--- src/rtl/core/tsps_pkg.sv ---
package tsps_pkg;

    typedef enum logic [6:0] {
        PH_IDLE     = 7'b0000001,
        PH_REQ_GPS  = 7'b0000010,
        PH_WAIT_GPS = 7'b0000100,
        PH_REQ_EAM  = 7'b0001000,
        PH_WAIT_EAM = 7'b0010000,
        PH_REQ_GAM  = 7'b0100000,
        PH_WAIT_GAM = 7'b1000000
    } phase_t;

    typedef enum logic [2:0] {
        K_SEND    = 3'd0,
        K_OK      = 3'd1,
        K_TIMEOUT = 3'd2,
        K_FONT    = 3'd3,
        K_SWITCH  = 3'd4
    } out_kind_t;

    typedef enum logic [2:0] {
        REG_WAIT_TIME  = 3'd0,
        REG_CLI_WINDOW = 3'd1,
        REG_GPS_LENGTH = 3'd2,
        REG_EAM_LENGTH = 3'd3,
        REG_GAM_LENGTH = 3'd4
    } reg_index_t;

    typedef struct packed {
        logic        last;
        logic [15:0] tally;
        logic [1:0]  sensor;
        logic [7:0]  tx_byte;
        out_kind_t   out_kind;
    } result_t;

    localparam logic [1:0]  SENSOR_GPS = 2'd0;
    localparam logic [1:0]  SENSOR_EAM = 2'd1;
    localparam logic [1:0]  SENSOR_GAM = 2'd2;

    localparam logic [7:0]  REQ_BYTE   = 8'h80;
    localparam logic [7:0]  ADDR_GPS   = 8'h8a;
    localparam logic [7:0]  ADDR_EAM   = 8'h8e;
    localparam logic [7:0]  ADDR_GAM   = 8'h8d;
    localparam logic [7:0]  CHAR_LF    = 8'h0a;
    localparam logic [7:0]  CHAR_CR    = 8'h0d;
    localparam logic [7:0]  CRLF_TRIG  = 8'd3;

    localparam logic [15:0] WAIT_TIME_RST  = 16'd200;
    localparam logic [15:0] CLI_WINDOW_RST = 16'd20000;
    localparam logic [7:0]  GPS_LEN_RST    = 8'd55;
    localparam logic [7:0]  EAM_LEN_RST    = 8'd55;
    localparam logic [7:0]  GAM_LEN_RST    = 8'd57;

    localparam int unsigned QUEUE_DEPTH = 4;
    localparam int unsigned QUEUE_AW    = $clog2(QUEUE_DEPTH);

endpackage

--- src/rtl/core/telemetry_sensor_poll_sequencer.sv ---
// Polling sequencer for a serial telemetry link.
// Input channel (s_): one word per event. s_tuser[0] = 0 is a millisecond
// tick, 1 is a byte received from the link, carried in s_tdata.
// Result channel (m_): send-byte, response ok/timeout, font upload and
// link-mode switch events; m_tlast marks the last result of an input word.
// Configuration: cfg_wr_en writes cfg_wdata into register cfg_index
// (0 wait_time, 1 cli_window, 2..4 GPS/electric/general response length).
// Write only while the block is idle.
// Latency: an input word's state update happens in the accept cycle and its
// results are visible on m_ from the next cycle on, behind any queued ones.
// Throughput: one input word per cycle when s_tready is high; each word
// yields zero to two results into a four-entry result queue; s_tready is
// high while the queue has room for two. Results leave at one per cycle
// when m_tready is high; the single read port limits two-result runs.
// Stall: when m_tready is low, results stay in the queue and s_tready drops
// once fewer than two entries are free; nothing is lost.
// Reset (aresetn low, synchronous): registers return to their defaults,
// timers, counters and tallies clear, the queue empties, phase goes idle.
module telemetry_sensor_poll_sequencer
    import tsps_pkg::*;
(
    input  logic        aclk,
    input  logic        aresetn,

    input  logic        s_tvalid,
    output logic        s_tready,
    input  logic [7:0]  s_tdata,    // [7:0] rx_byte
    input  logic [0:0]  s_tuser,    // [0] kind

    output logic        m_tvalid,
    input  logic        m_tready,
    output logic [31:0] m_tdata,    // [2:0] out_kind, [10:3] tx_byte, [12:11] sensor,
                                    // [28:13] tally, [31:29] zero
    output logic        m_tlast,

    input  logic        cfg_wr_en,
    input  logic [2:0]  cfg_index,
    input  logic [15:0] cfg_wdata
);

    logic [15:0] wait_time_reg;
    logic [15:0] cli_window_reg;
    logic [7:0]  gps_length_reg;
    logic [7:0]  eam_length_reg;
    logic [7:0]  gam_length_reg;

    phase_t      phase_reg, phase_next;
    logic [15:0] elapsed_reg, elapsed_next;
    logic [15:0] uptime_reg, uptime_next;
    logic [7:0]  rx_count_reg, rx_count_next;
    logic [7:0]  crlf_reg, crlf_next;
    logic [15:0] ok_reg [0:2];
    logic [15:0] ok_next [0:2];
    logic [15:0] fail_reg [0:2];
    logic [15:0] fail_next [0:2];

    result_t             queue_reg [0:QUEUE_DEPTH-1];
    logic [QUEUE_AW-1:0] wr_ptr_reg, rd_ptr_reg;
    logic [QUEUE_AW:0]   count_reg, count_next;

    logic        s_acc, m_acc;
    logic        is_byte;
    logic        is_idle, is_req, is_wait;
    logic [1:0]  sen;
    logic [7:0]  addr_byte;
    logic [7:0]  resp_len;
    logic        font;
    logic [1:0]  mv_n;
    logic [1:0]  push_n;
    result_t     mv0, mv1;
    result_t     res0, res1;

    assign s_acc    = s_tvalid && s_tready;
    assign m_acc    = m_tvalid && m_tready;
    assign is_byte  = s_tuser[0];
    assign s_tready = (count_reg <= (QUEUE_AW+1)'(QUEUE_DEPTH - 2));
    assign m_tvalid = (count_reg != '0);

    always_ff @(posedge aclk) begin
        if (!aresetn) begin
            wait_time_reg  <= WAIT_TIME_RST;
            cli_window_reg <= CLI_WINDOW_RST;
            gps_length_reg <= GPS_LEN_RST;
            eam_length_reg <= EAM_LEN_RST;
            gam_length_reg <= GAM_LEN_RST;
        end else if (cfg_wr_en) begin
            case (reg_index_t'(cfg_index))
                REG_WAIT_TIME:  wait_time_reg  <= cfg_wdata;
                REG_CLI_WINDOW: cli_window_reg <= cfg_wdata;
                REG_GPS_LENGTH: gps_length_reg <= cfg_wdata[7:0];
                REG_EAM_LENGTH: eam_length_reg <= cfg_wdata[7:0];
                REG_GAM_LENGTH: gam_length_reg <= cfg_wdata[7:0];
                default: ;
            endcase
        end
    end

    always_comb begin
        is_idle   = 1'b0;
        is_req    = 1'b0;
        is_wait   = 1'b0;
        sen       = SENSOR_GPS;
        addr_byte = ADDR_GPS;
        resp_len  = gps_length_reg;
        case (phase_reg)
            PH_REQ_GPS:  begin is_req = 1'b1; end
            PH_WAIT_GPS: begin is_wait = 1'b1; end
            PH_REQ_EAM: begin
                is_req = 1'b1; sen = SENSOR_EAM; addr_byte = ADDR_EAM;
            end
            PH_WAIT_EAM: begin
                is_wait = 1'b1; sen = SENSOR_EAM; resp_len = eam_length_reg;
            end
            PH_REQ_GAM: begin
                is_req = 1'b1; sen = SENSOR_GAM; addr_byte = ADDR_GAM;
            end
            PH_WAIT_GAM: begin
                is_wait = 1'b1; sen = SENSOR_GAM; resp_len = gam_length_reg;
            end
            default:     begin is_idle = 1'b1; end
        endcase
    end

    always_comb begin
        phase_next    = phase_reg;
        uptime_next   = uptime_reg;
        elapsed_next  = elapsed_reg;
        rx_count_next = rx_count_reg;
        crlf_next     = crlf_reg;
        ok_next       = ok_reg;
        fail_next     = fail_reg;
        font          = 1'b0;
        mv_n          = 2'd0;
        mv0           = '0;
        mv1           = '0;

        if (!is_byte) begin
            if (uptime_reg != 16'hffff) uptime_next = uptime_reg + 16'd1;
            if (elapsed_reg != 16'hffff) elapsed_next = elapsed_reg + 16'd1;
        end else if (is_idle) begin
            if (uptime_reg < cli_window_reg) begin
                if (s_tdata == CHAR_LF || s_tdata == CHAR_CR) begin
                    crlf_next = crlf_reg + 8'd1;
                end else begin
                    crlf_next = 8'd0;
                end
                font = (crlf_next == CRLF_TRIG);
            end
        end else if (is_wait) begin
            if (rx_count_reg != 8'hff) rx_count_next = rx_count_reg + 8'd1;
        end

        if (is_idle) begin
            if (uptime_next >= cli_window_reg) begin
                mv_n         = 2'd1;
                mv0.out_kind = K_SWITCH;
                phase_next   = PH_REQ_GPS;
            end
        end else if (is_req) begin
            if (elapsed_next > wait_time_reg) begin
                elapsed_next  = 16'd0;
                rx_count_next = 8'd0;
                mv_n          = 2'd2;
                mv0.out_kind  = K_SEND;
                mv0.tx_byte   = REQ_BYTE;
                mv0.sensor    = sen;
                mv1.out_kind  = K_SEND;
                mv1.tx_byte   = addr_byte;
                mv1.sensor    = sen;
                phase_next    = phase_t'({phase_reg[5:0], 1'b0});
            end
        end else begin
            if (rx_count_next >= resp_len) begin
                ok_next[sen] = ok_reg[sen] + 16'd1;
                mv_n         = 2'd1;
                mv0.out_kind = K_OK;
                mv0.sensor   = sen;
                mv0.tally    = ok_next[sen];
            end else if (elapsed_next > wait_time_reg) begin
                fail_next[sen] = fail_reg[sen] + 16'd1;
                mv_n           = 2'd1;
                mv0.out_kind   = K_TIMEOUT;
                mv0.sensor     = sen;
                mv0.tally      = fail_next[sen];
            end
            if (mv_n != 2'd0) begin
                phase_next = (phase_reg == PH_WAIT_GAM) ? PH_IDLE
                                                        : phase_t'({phase_reg[5:0], 1'b0});
            end
        end
    end

    always_comb begin
        res0 = mv0;
        res1 = mv1;
        push_n = mv_n;
        if (font) begin
            res0          = '0;
            res0.out_kind = K_FONT;
            res1          = mv0;
            push_n        = mv_n + 2'd1;
        end
        res0.last = (push_n == 2'd1);
        res1.last = 1'b1;
    end

    always_comb begin
        count_next = count_reg;
        if (s_acc) count_next = count_next + (QUEUE_AW+1)'(push_n);
        if (m_acc) count_next = count_next - (QUEUE_AW+1)'(1);
    end

    always_ff @(posedge aclk) begin
        if (!aresetn) begin
            phase_reg    <= PH_IDLE;
            elapsed_reg  <= '0;
            uptime_reg   <= '0;
            rx_count_reg <= '0;
            crlf_reg     <= '0;
            ok_reg       <= '{default: '0};
            fail_reg     <= '{default: '0};
            wr_ptr_reg   <= '0;
            rd_ptr_reg   <= '0;
            count_reg    <= '0;
        end else begin
            if (s_acc) begin
                phase_reg    <= phase_next;
                elapsed_reg  <= elapsed_next;
                uptime_reg   <= uptime_next;
                rx_count_reg <= rx_count_next;
                crlf_reg     <= crlf_next;
                ok_reg       <= ok_next;
                fail_reg     <= fail_next;
                wr_ptr_reg   <= wr_ptr_reg + QUEUE_AW'(push_n);
            end
            if (m_acc) rd_ptr_reg <= rd_ptr_reg + QUEUE_AW'(1);
            count_reg <= count_next;
        end
    end

    always_ff @(posedge aclk) begin
        if (s_acc) begin
            if (push_n != 2'd0) queue_reg[wr_ptr_reg] <= res0;
            if (push_n == 2'd2) queue_reg[wr_ptr_reg + QUEUE_AW'(1)] <= res1;
        end
    end

    assign m_tdata = {3'b000, queue_reg[rd_ptr_reg].tally, queue_reg[rd_ptr_reg].sensor,
                      queue_reg[rd_ptr_reg].tx_byte, queue_reg[rd_ptr_reg].out_kind};
    assign m_tlast = queue_reg[rd_ptr_reg].last;

    a_queue_bound: assert property (@(posedge aclk) disable iff (!aresetn)
        count_reg <= (QUEUE_AW+1)'(QUEUE_DEPTH))
        else $error("result queue overflow");

    a_req_not_last: assert property (@(posedge aclk) disable iff (!aresetn)
        (m_tvalid && m_tdata[2:0] == K_SEND && m_tdata[10:3] == REQ_BYTE) |-> !m_tlast)
        else $error("request byte marked as last result");

    a_request_clears_timer: assert property (@(posedge aclk) disable iff (!aresetn)
        (s_acc && is_req && phase_next != phase_reg) |=> (elapsed_reg == 16'd0))
        else $error("timer not cleared on request");

    a_kind_range: assert property (@(posedge aclk) disable iff (!aresetn)
        m_tvalid |-> (m_tdata[2:0] <= K_SWITCH))
        else $error("result kind out of range");

endmodule

--- config.mk ---
export PLATFORM = sky130hd
export DESIGN_NAME = telemetry_sensor_poll_sequencer
export DESIGN_NICKNAME = d
export VERILOG_FILES = /design/src/rtl/core/tsps_pkg.sv /design/src/rtl/core/telemetry_sensor_poll_sequencer.sv
export SDC_FILE = /design/constraint.sdc
export NUM_CORES = 1
export LEC_CHECK = 0
export BUFFER_PORTS_ARGS = -buffer_cell sky130_fd_sc_hd__buf_2
export CAP_MARGIN = 20
export CORE_ASPECT_RATIO = 1.4
export CORE_UTILIZATION = 50
export CTS_CLUSTER_SIZE = 14
export DETAILED_ROUTE_END_ITERATION = 6
export PLACE_DENSITY = 0.67
export SLEW_MARGIN = 10
export SYNTH_ARGS = -nofsm -noshare
export SYNTH_HDL_FRONTEND = slang
export SYNTH_SLANG_ARGS = --single-unit
export TNS_END_PERCENT = 20
--- constraint.sdc ---
create_clock -name aclk -period 6.7 [get_ports aclk]
set_clock_uncertainty 0.1 [all_clocks]
set_input_delay 0 -clock aclk [delete_from_list [all_inputs] [get_ports aclk]]
set_output_delay 0 -clock aclk [all_outputs]
set_load 0.005 [all_outputs]
==> results of run 1 <==
## worst reg2reg max path, cell delays in order (launching register included)
cell	delay (ps)
dfxtp_1	360
and3_1	210
and4_1	240
a31oi_1	520
and2_0	470
nand3_1	160
xnor2_1	230
ha_1	290
a21oi_1	140
o21ai_0	80
a21o_1	200
o31ai_1	640
o22ai_1	400
o22ai_2	540
fa_1	520
nor2_1	120
a21oi_1	70
ha_1	220
nand2_1	70
xnor2_1	110
nor2_1	50
## per-layer routing
metal,routed length [µm],GRT usage (%),up-vias
met1,18600,31.0,7050
met5,0,0,-
met2,23400,47.5,436
li1,-,-,7155
met4,1430,10.7,0
met3,2320,3.05,98
## timing repair
action,CTS,global route
gates resized for setup,0,0
hold buffers,37,0
endpoints found under the hold margin,71,0
## per-stage QoR
| step | std cells | hold WS [ps] | power (µW) |
|---|---|---|---|
| 3_5_place_dp | 2384 | 149 | 2270 |
| 4_1_cts | 2482 | 4.40 | 4160 |
| 3_3_place_gp | 2383 | 143 | 2270 |
| 5_1_grt | 2482 | 98.2 | 4260 |
| 6_report | 2482 | 21.1 | 4130 |
| 2_1_floorplan | 1969 | 24.0 | 2210 |
## power by group through the flow
stage | registers [µW] | clock network (µW) | logic [µW]
3_3_place_gp | 2090 | 0 | 175
2_1_floorplan | 2080 | 0 | 130
5_1_grt | 2050 | 1990 | 213
3_5_place_dp | 2090 | 0 | 178
4_1_cts | 2050 | 1920 | 192
6_report | 2050 | 1890 | 192
## area by class of cell
| cell class | instances | area, µm² |
|---|---|---|
| Fill cell | 3044 | 14600 |
| Multi-Input combinational cell | 1460 | 9060 |
| Sequential cell | 324 | 7530 |
| Timing Repair Buffer | 136 | 968 |
| Clock buffer | 41 | 927 |
| Tap cell | 451 | 564 |
| Inverter | 50 | 190 |
| Clock inverter | 20 | 176 |
## how the worst max path moves through the flow
stage          slack [ps]  depth (start not counted)      startpoint         endpoint
5_1_grt               280                         20  elapsed_reg[4]     count_reg[2]
3_5_place_dp          930                         20  elapsed_reg[4]     count_reg[2]
4_1_cts               880                         20  elapsed_reg[4]     count_reg[2]
3_3_place_gp         1090                         20  elapsed_reg[3]     count_reg[2]
6_report              830                         20  elapsed_reg[3]     count_reg[2]
2_1_floorplan         590                         15  elapsed_reg[4]  queue_reg[0][0]
## kinds of logic after synthesis
kind of cell    share of synthesized area, %
mux                                     4.83
buf+inv                                 4.37
other cells                           0.0217
flops                                   43.6
fa+ha+maj                               4.81
simple gates                            21.1
xor+xnor                                3.49
compound gates                          17.7
## cells in the final DEF, fill, tap and decap left out, types with 10 or more instances in the layout
cell type | Yosys | routed
edfxtp_1 | 104 | 104
mux2i_1 | 17 | 17
o21ai_0 | 104 | 103
o211ai_1 | 13 | 13
a22oi_1 | 24 | 24
o21a_1 | 20 | 20
nor3_1 | 65 | 61
nand2b_1 | 19 | 19
xnor2_1 | 38 | 37
inv_1 | 49 | 49
nand4_1 | 20 | 20
a211oi_1 | 33 | 33
buf_2 | 18 | 61
o31ai_1 | 23 | 23
clkinv_2 | 0 | 10
dlygate4sd3_1 | 0 | 37
nand2_1 | 239 | 239
ha_1 | 64 | 64
mux4_2 | 27 | 27
a31oi_1 | 10 | 10
nand3_1 | 54 | 54
and3_1 | 20 | 20
a21oi_1 | 169 | 169
dfxtp_1 | 220 | 219
nor2_1 | 256 | 255
xor2_1 | 29 | 29
or3_1 | 16 | 16
buf_4 | 6 | 37
nor4_1 | 34 | 33
and2_1 | 12 | 12
clkbuf_16 | 0 | 34
==> impl_metrics.env, run 1 <==
export IMPL_cp_arrival_ps=6160
export IMPL_syn2layout_area_growth_pct=12.4
export IMPL_fp_dieW_um=159
export IMPL_pwr_share_seq_pct=49.7
export IMPL_clock_sinks=324
export IMPL_postLayoutCoreUtil_pct=57.0
export IMPL_regToRegSetupSlack_ps=830
export IMPL_cp_max_fo=9
export IMPL_cp_top_family="compound AO/OA/AOI/OAI gates"
export IMPL_cp_end_kind="register"
export IMPL_worstSkewPairLatency_ps=540
export IMPL_r2r_end="count_reg[2]"
export IMPL_synthTopCellsByArea="dfxtp_1 (25%), edfxtp_1 (18%), nor2_1 (5.6%)"
export IMPL_synth_top_area_share_pct=25.5
export IMPL_clock_path_buffers=3
export IMPL_vias=14700
export IMPL_grt_pass1_vias=14500
export IMPL_drt_iter0_drc=989
export IMPL_ys_async_sr_fraction_pct=0
export IMPL_grt_pass1_wl_um=74800
export IMPL_postLayoutCellArea_um2=19400
export IMPL_final_antenna_net_count=0
export IMPL_ys_seq_elements=324
export IMPL_reg2reg_depth=20
export IMPL_finalSetupTns_ps=0
export IMPL_dr_pass1_iters=5
export IMPL_rsz0062_at_grt="no"
export IMPL_seq_area_frac_synth_pct=43.6
export IMPL_initial_utilization_pct=50.8
export IMPL_min_delay_start="s_tdata[1]"
export IMPL_tightest_slew_ps=1060
export IMPL_p_sw_share_pct=23.0
export IMPL_port_buffers=61
export IMPL_required_ps=6990
export IMPL_place_congestion=0.854
export IMPL_synth_edf_count=104
export IMPL_ctsRootBufferMaster="clkbuf_16"
export IMPL_slowest_delay_ps=640
export IMPL_p_leak_uw=0.00728
export IMPL_yosysMostFrequentCell="nor2_1"
export IMPL_yosysTopAreaCell="dfxtp_1"
export IMPL_finalWorstSetupSlack_ps=828
export IMPL_io_pins=68
export IMPL_syn_cell_area_um2=17300
export IMPL_diodes=0
export IMPL_core_um2=34000
export IMPL_wl_per_cell_um=18.5
export IMPL_rr_startpoint="elapsed_reg[3]"
export IMPL_crit_slowest_cell="o31ai_1"
export IMPL_peakVddDrop_mv=0.181
export IMPL_clk_pin_slew_ps=60
export IMPL_synth_cells=1964
export IMPL_cts_setup_buffers=0
export IMPL_drc=0
export IMPL_dpl_cell_area_um2=17900
export IMPL_cp_cell_sequence="and3_1 > and4_1 > a31oi_1 > and2_0 > nand3_1 > xnor2_1 > ha_1 > a21oi_1 > o21ai_0 > a21o_1 > o31ai_1 > o22ai_1 > o22ai_2 > fa_1 > nor2_1 > a21oi_1 > ha_1 > nand2_1 > xnor2_1 > nor2_1"
export IMPL_worstSetupPathType="register to register"
export IMPL_synthFlopType="dfxtp_1"
export IMPL_rows=80
export IMPL_hold_class="input pin to register"
export IMPL_cts_buffers=34
export IMPL_nNetsFinal=2104
export IMPL_switching_power_uw=948
export IMPL_avgSynthCellArea_um2=8.79
export IMPL_status="finished clean"
export IMPL_power_density_nw_per_um2=213
export IMPL_maxSlewViolCount=0
export IMPL_drive_gt1_share_pct=11.5
export IMPL_antenna_found_initial=0
export IMPL_p_int_uw=3180
export IMPL_min_to="crlf_reg[7]"
export IMPL_post_place_ws_ps=925
export IMPL_grt_max_degree=86
export IMPL_hpwlAfterDp_um=31300
export IMPL_hold_violations=0
export IMPL_hold_depth=7
export IMPL_fin_crit_ps=5870
export IMPL_cts_htree_levels=2
export IMPL_crit_buf_inv=0
export IMPL_p_comb_share_pct=4.7
export IMPL_max_freq_ghz=0.170
export IMPL_cts_tree="yes"
export IMPL_finalWirelength_um=45800
export IMPL_cp_start_kind="register"
export IMPL_die_area_um2=35300
export IMPL_slew_headroom_pct=29.1
export IMPL_synth_common_cells="nor2_1 (256), nand2_1 (239), dfxtp_1 (220)"
export IMPL_clockPowerShare_pct=45.7
export IMPL_period_share_pct=87.6
export IMPL_grt_usage_pct=26.1
export IMPL_dieHeight_um=222
export IMPL_grt_overflow_total=0
export IMPL_ys_types=91
export IMPL_yosys_warnings=0
export IMPL_vias_per_cell=5.94
export IMPL_largest_register_ffs=108
export IMPL_drv_cap=0
export IMPL_setup_violations=0
No activity file was read; power rests on OpenSTA's default activity.
==> run 2: changes to the inputs <==
- PLACE_DENSITY: 0.67 -> 0.69
- clock period: 6.7 -> 5.3 ns (I/O delays scaled with it)
==> run 2 against run 1 <==
Against the previous run:
- combinational power is 34% higher
- final area is 1.4% higher
- non-clock buffer count is 29 higher
- worst setup slack worse by 450 ps
- clock-buffer cell count is 6 higher
- routed wire length is 0.25% lower
- critical path depth is 1 lower
- utilization is 0.80 points higher
- die area stayed put
- highest routed layer unchanged
==> impl_metrics.env, run 2 (same netlist as run 1, synthesis figures left out) <==
export IMPL_dp_cells=2403
export IMPL_finalWirelength_um=45700
export IMPL_io_pins=68
export IMPL_final_cell_mix="nor2_1 (256), nand2_1 (239), dfxtp_1 (219), a21oi_1 (169), edfxtp_1 (104)"
export IMPL_clk_pin_slew_ps=60
export IMPL_worstSkewPairLatency_ps=530
export IMPL_whs_ps=23.4
export IMPL_grt_pass1_vias=14500
export IMPL_antenna_found_initial=0
export IMPL_p_leak_uw=0.00737
export IMPL_vias=14800
export IMPL_final_antenna_net_count=0
export IMPL_vias_per_cell=5.90
export IMPL_cp_end_kind="register"
export IMPL_clock_sinks=324
export IMPL_period_share_pct=92.8
export IMPL_clock_path_buffers=3
export IMPL_post_place_ws_ps=-34.1
export IMPL_cp_start_kind="register"
export IMPL_layout_commonest_cell="nor2_1"
export IMPL_reg2reg_depth=19
export IMPL_wl_per_cell_um=18.2
export IMPL_hold_class="input pin to register"
export IMPL_die_area_um2=35300
export IMPL_maxSlewViolCount=0
export IMPL_slew_headroom_pct=35.9
export IMPL_cp_arrival_ps=5240
export IMPL_required_ps=5620
export IMPL_setup_violations=0
export IMPL_power_density_nw_per_um2=261
export IMPL_grt_pass1_wl_um=73800
export IMPL_instances_no_fill=2509
export IMPL_dieHeight_um=222
export IMPL_cts_tree="yes"
export IMPL_nNetsFinal=2133
export IMPL_ctsRootBufferMaster="clkbuf_16"
export IMPL_cts_buffers=34
export IMPL_place_congestion=0.889
export IMPL_fp_dieW_um=159
export IMPL_status="finished clean"
export IMPL_drt_iter0_drc=858
export IMPL_hpwlAfterDp_um=31400
export IMPL_dr_pass1_iters=5
export IMPL_grt_max_degree=86
export IMPL_cts_htree_levels=2
export IMPL_initial_utilization_pct=50.8
export IMPL_hold_violations=0
export IMPL_max_freq_ghz=0.203
export IMPL_syn2layout_area_growth_pct=14.0
export IMPL_drive_gt1_share_pct=12.6
export IMPL_peakVddDrop_mv=0.238
export IMPL_core_um2=34000
export IMPL_hold_depth=5
export IMPL_worstSetupPathType="register to register"
export IMPL_grt_overflow_total=0
export IMPL_diodes=0
export IMPL_fin_crit_ps=4920
export IMPL_finalWorstSetupSlack_ps=382
export IMPL_cp_max_fo=9
export IMPL_rows=80
export IMPL_drv_cap=0
export IMPL_tightest_slew_ps=961
export IMPL_drc=0
export IMPL_postLayoutCoreUtil_pct=57.8
export IMPL_grt_usage_pct=25.7
export IMPL_largest_register_ffs=108
export IMPL_port_buffers=61
## run 2: changes by cell type in the layout (fill, tap and decap cells not counted), sizes merged
cell / previous run / this run
buf: 99 / 121
clkinvlp: 1 / 2
clkinv: 15 / 8
dlygate4sd3: 37 / 44
inv: 52 / 51
bufinv: 2 / 1
clkbuf: 41 / 47
## run 2: area by class of cell
| cell class | instances | area, µm² |
|---|---|---|
| Fill cell | 2992 | 14300 |
| Clock inverter | 12 | 97.6 |
| Inverter | 50 | 190 |
| Sequential cell | 324 | 7530 |
| Timing Repair Buffer | 165 | 1220 |
| Clock buffer | 47 | 951 |
| Tap cell | 451 | 564 |
| Multi-Input combinational cell | 1460 | 9130 |
## run 2: metrics by stage
| step | power, µW | setup TNS (ps) | area (µm²) |
|---|---|---|---|
| detailed placement | 2880 | -60.3 | 18100 |
| global placement | 2870 | 0 | 18100 |
| CTS | 5180 | 0 | 19600 |
| finish | 5140 | 0 | 19700 |
| floorplan | 2800 | -9500 | 17300 |
| global route | 5310 | -79.5 | 19700 |
## run 2: power breakdown
part,internal [µW],switching [µW]
clock,1310,988
combinational,105,153
sequential,2560,24.1
total,3980,1170
## run 2: critical path: stages (launching register included)
cell     delay [ps]
dfxtp_1         400
and3_1          260
and4_1          250
and3b_1         220
and3_1          230
nand3_1         100
mux2_2          300
ha_1            290
nand4_1         160
nor2_1           80
a21o_1          180
o31ai_2         470
o22ai_1         280
o22ai_4         360
fa_1            480
nor2_1          110
a21oi_1          60
ha_1            290
nand2_1          40
and3_1          160
## run 2: metal layers
layer	global-route usage, %	share of wire [%]	vias up
met2	47.6	52	407
met5	0	0	-
met4	11.7	3.6	0
met3	3.18	4.5	99
met1	29.3	40	7102
li1	-	-	7204
## run 2: path summary, 6_finish.rpt
path	to	startpoint	slack [ps]
worst max-delay path	count_reg[1]	elapsed_reg[4]	380
worst min-delay path	wr_ptr_reg[0]	s_tvalid	20
worst max register to register	count_reg[1]	elapsed_reg[4]	380
worst min register to register	wait_time_reg[14]	wait_time_reg[14]	360
## run 2: what timing repair did
item                                    4_1_cts  5_1_grt
hold endpoints to repair                     68        0
endpoints found under the setup margin        2       88
resized for setup                             1       17
buffers inserted                              0        3
hold buffers                                 44        0
pin swaps                                     0        3
==> run 3: changes to the inputs <==
- PLACE_DENSITY: 0.69 -> 0.67
- clock period: 5.3 -> 4.85 ns (I/O delays scaled with it)
==> run 3 against run 2 <==
Against the previous run:
- routed wire length rose by 3.7%
- first-iteration DRC count rose by 31%
- register-to-register slack got worse by 270 ps
- critical path type unchanged
- critical endpoint unchanged
- largest cell class unchanged
- largest power group unchanged
- highest routed layer unchanged
==> impl_metrics.env, run 3 (same netlist as run 1, synthesis figures left out) <==
export IMPL_clock_sinks=324
export IMPL_regToRegSetupSlack_ps=120
export IMPL_ctsRootBufferMaster="clkbuf_16"
export IMPL_dieHeight_um=222
export IMPL_post_place_ws_ps=53.3
export IMPL_vias_per_cell=5.90
export IMPL_p_leak_uw=0.00776
export IMPL_switching_power_uw=1270
export IMPL_rows=80
export IMPL_syn2layout_area_growth_pct=18.2
export IMPL_p_int_uw=4530
export IMPL_drt_iter0_drc=1125
export IMPL_worstSetupPathType="register to register"
export IMPL_cts_buffers=31
export IMPL_layout_commonest_cell="nor2_1"
export IMPL_hpwlAfterDp_um=32700
export IMPL_reg2reg_depth=22
export IMPL_clk_pin_slew_ps=70
export IMPL_antenna_found_initial=0
export IMPL_r2r_end="count_reg[1]"
export IMPL_dr_pass1_iters=5
export IMPL_p_sw_share_pct=21.9
export IMPL_drv_cap=0
export IMPL_grt_overflow_total=0
export IMPL_fin_crit_ps=4730
export IMPL_min_to="crlf_reg[3]"
export IMPL_cp_startpoint="uptime_reg[1]"
export IMPL_place_congestion=0.888
export IMPL_setup_violations=0
export IMPL_fp_dieW_um=159
export IMPL_io_pins=68
export IMPL_cp_arrival_ps=5110
export IMPL_worstSkewPairLatency_ps=580
export IMPL_drc=0
export IMPL_whs_ps=47.1
export IMPL_final_antenna_net_count=0
export IMPL_grt_pass1_wl_um=76100
export IMPL_required_ps=5230
export IMPL_largest_register_ffs=108
export IMPL_cp_end_kind="register"
export IMPL_diodes=0
export IMPL_cts_htree_levels=1
export IMPL_p_comb_share_pct=5.4
export IMPL_wl_per_cell_um=18.4
export IMPL_final_cell_mix="nor2_1 (252), nand2_1 (236), dfxtp_1 (215), a21oi_1 (165), buf_4 (122)"
export IMPL_clock_path_buffers=3
export IMPL_period_share_pct=97.6
export IMPL_clockPowerShare_pct=46.1
export IMPL_pwr_share_seq_pct=48.6
export IMPL_core_um2=34000
export IMPL_peakVddDrop_mv=0.277
export IMPL_min_delay_start="s_tdata[0]"
export IMPL_hold_depth=6
export IMPL_finalWorstSetupSlack_ps=116
export IMPL_die_area_um2=35300
export IMPL_grt_max_degree=90
export IMPL_initial_utilization_pct=50.8
export IMPL_rr_startpoint="uptime_reg[1]"
export IMPL_cp_max_fo=4
export IMPL_power_density_nw_per_um2=284
export IMPL_finalWirelength_um=47400
export IMPL_cp_start_kind="register"
export IMPL_cts_tree="yes"
export IMPL_max_freq_ghz=0.211
export IMPL_vias=15200
export IMPL_drive_gt1_share_pct=17.1
export IMPL_slew_headroom_pct=32.6
export IMPL_hold_violations=0
export IMPL_hold_class="input pin to register"
export IMPL_nNetsFinal=2193
export IMPL_maxSlewViolCount=0
export IMPL_tightest_slew_ps=1010
export IMPL_status="finished clean"
export IMPL_grt_pass1_vias=14900
export IMPL_rsz0062_at_grt="yes"
export IMPL_grt_usage_pct=26.5
export IMPL_port_buffers=61
[run 3: power groups by stage]
stage / Sequential, µW / Combinational (µW) / Clock [µW]
after floorplan: 2880 / 180 / 0
after global placement: 2880 / 278 / 0
after CTS: 2820 / 304 / 2710
after detailed placement: 2880 / 284 / 0
after global routing: 2820 / 342 / 2800
final: 2820 / 311 / 2670
[run 3: cell type report]
cell class	count	area [µm²]
flip-flops and latches	324	7530
fillers	2948	13600
repair buffers	228	1720
clock inverters	18	295
well taps	451	564
clock buffers	40	810
inverters	50	190
multi-input cells	1460	9310
[run 3: how the worst max path moves through the flow]
stage               depth (start not counted)      endpoint
floorplan                                  24  count_reg[2]
global placement                           24  count_reg[2]
detailed placement                         23  count_reg[2]
CTS                                        23  count_reg[2]
global route                               24  count_reg[2]
finish                                     22  count_reg[1]
[run 3: timing repair]
| action | in CTS | in global routing |
|---|---|---|
| gates resized for setup | 0 | 60 |
| hold buffers | 38 | 0 |
| setup endpoints to repair | 0 | 55 |
| endpoints found under the hold margin | 85 | 0 |
| setup buffers | 0 | 5 |
[run 3: per-stage QoR]
step	setup TNS (ps)	util, %	cell area [µm²]	total power, µW	instances
after floorplan	-9.16	-	17300	3060	1969
after global placement	0	54.8	18700	3150	2469
after detailed placement	0	54.8	18700	3160	2469
after CTS	0	59.2	20100	5830	2565
after global routing	-276	60.0	20400	5960	2571
final	0	60.0	20400	5800	2571
[run 3: routing by layer]
metal  up-vias  part of all wire, %  global-route usage (%)
met5         -                    0                       0
met3       106                  4.5                    2.90
met1      7331                   39                    29.8
met2       398                   53                    50.2
met4         0                  3.9                    11.6
li1       7322                    -                       -
[run 3: worst max-delay path, cell delays in order (launching register included)]
cell	delay, ps
dfxtp_1	350
ha_1	200
nand3_1	130
buf_4	180
nor4_2	250
and2_4	210
and4b_1	190
a21oi_1	190
ha_1	190
nand4_1	170
a2111oi_4	370
a211oi_2	160
nand2b_1	200
nand2_2	100
xor2_2	190
ha_2	200
inv_2	40
fa_1	460
nor2_1	120
a21oi_2	60
ha_2	340
nand2_1	60
and3_1	170
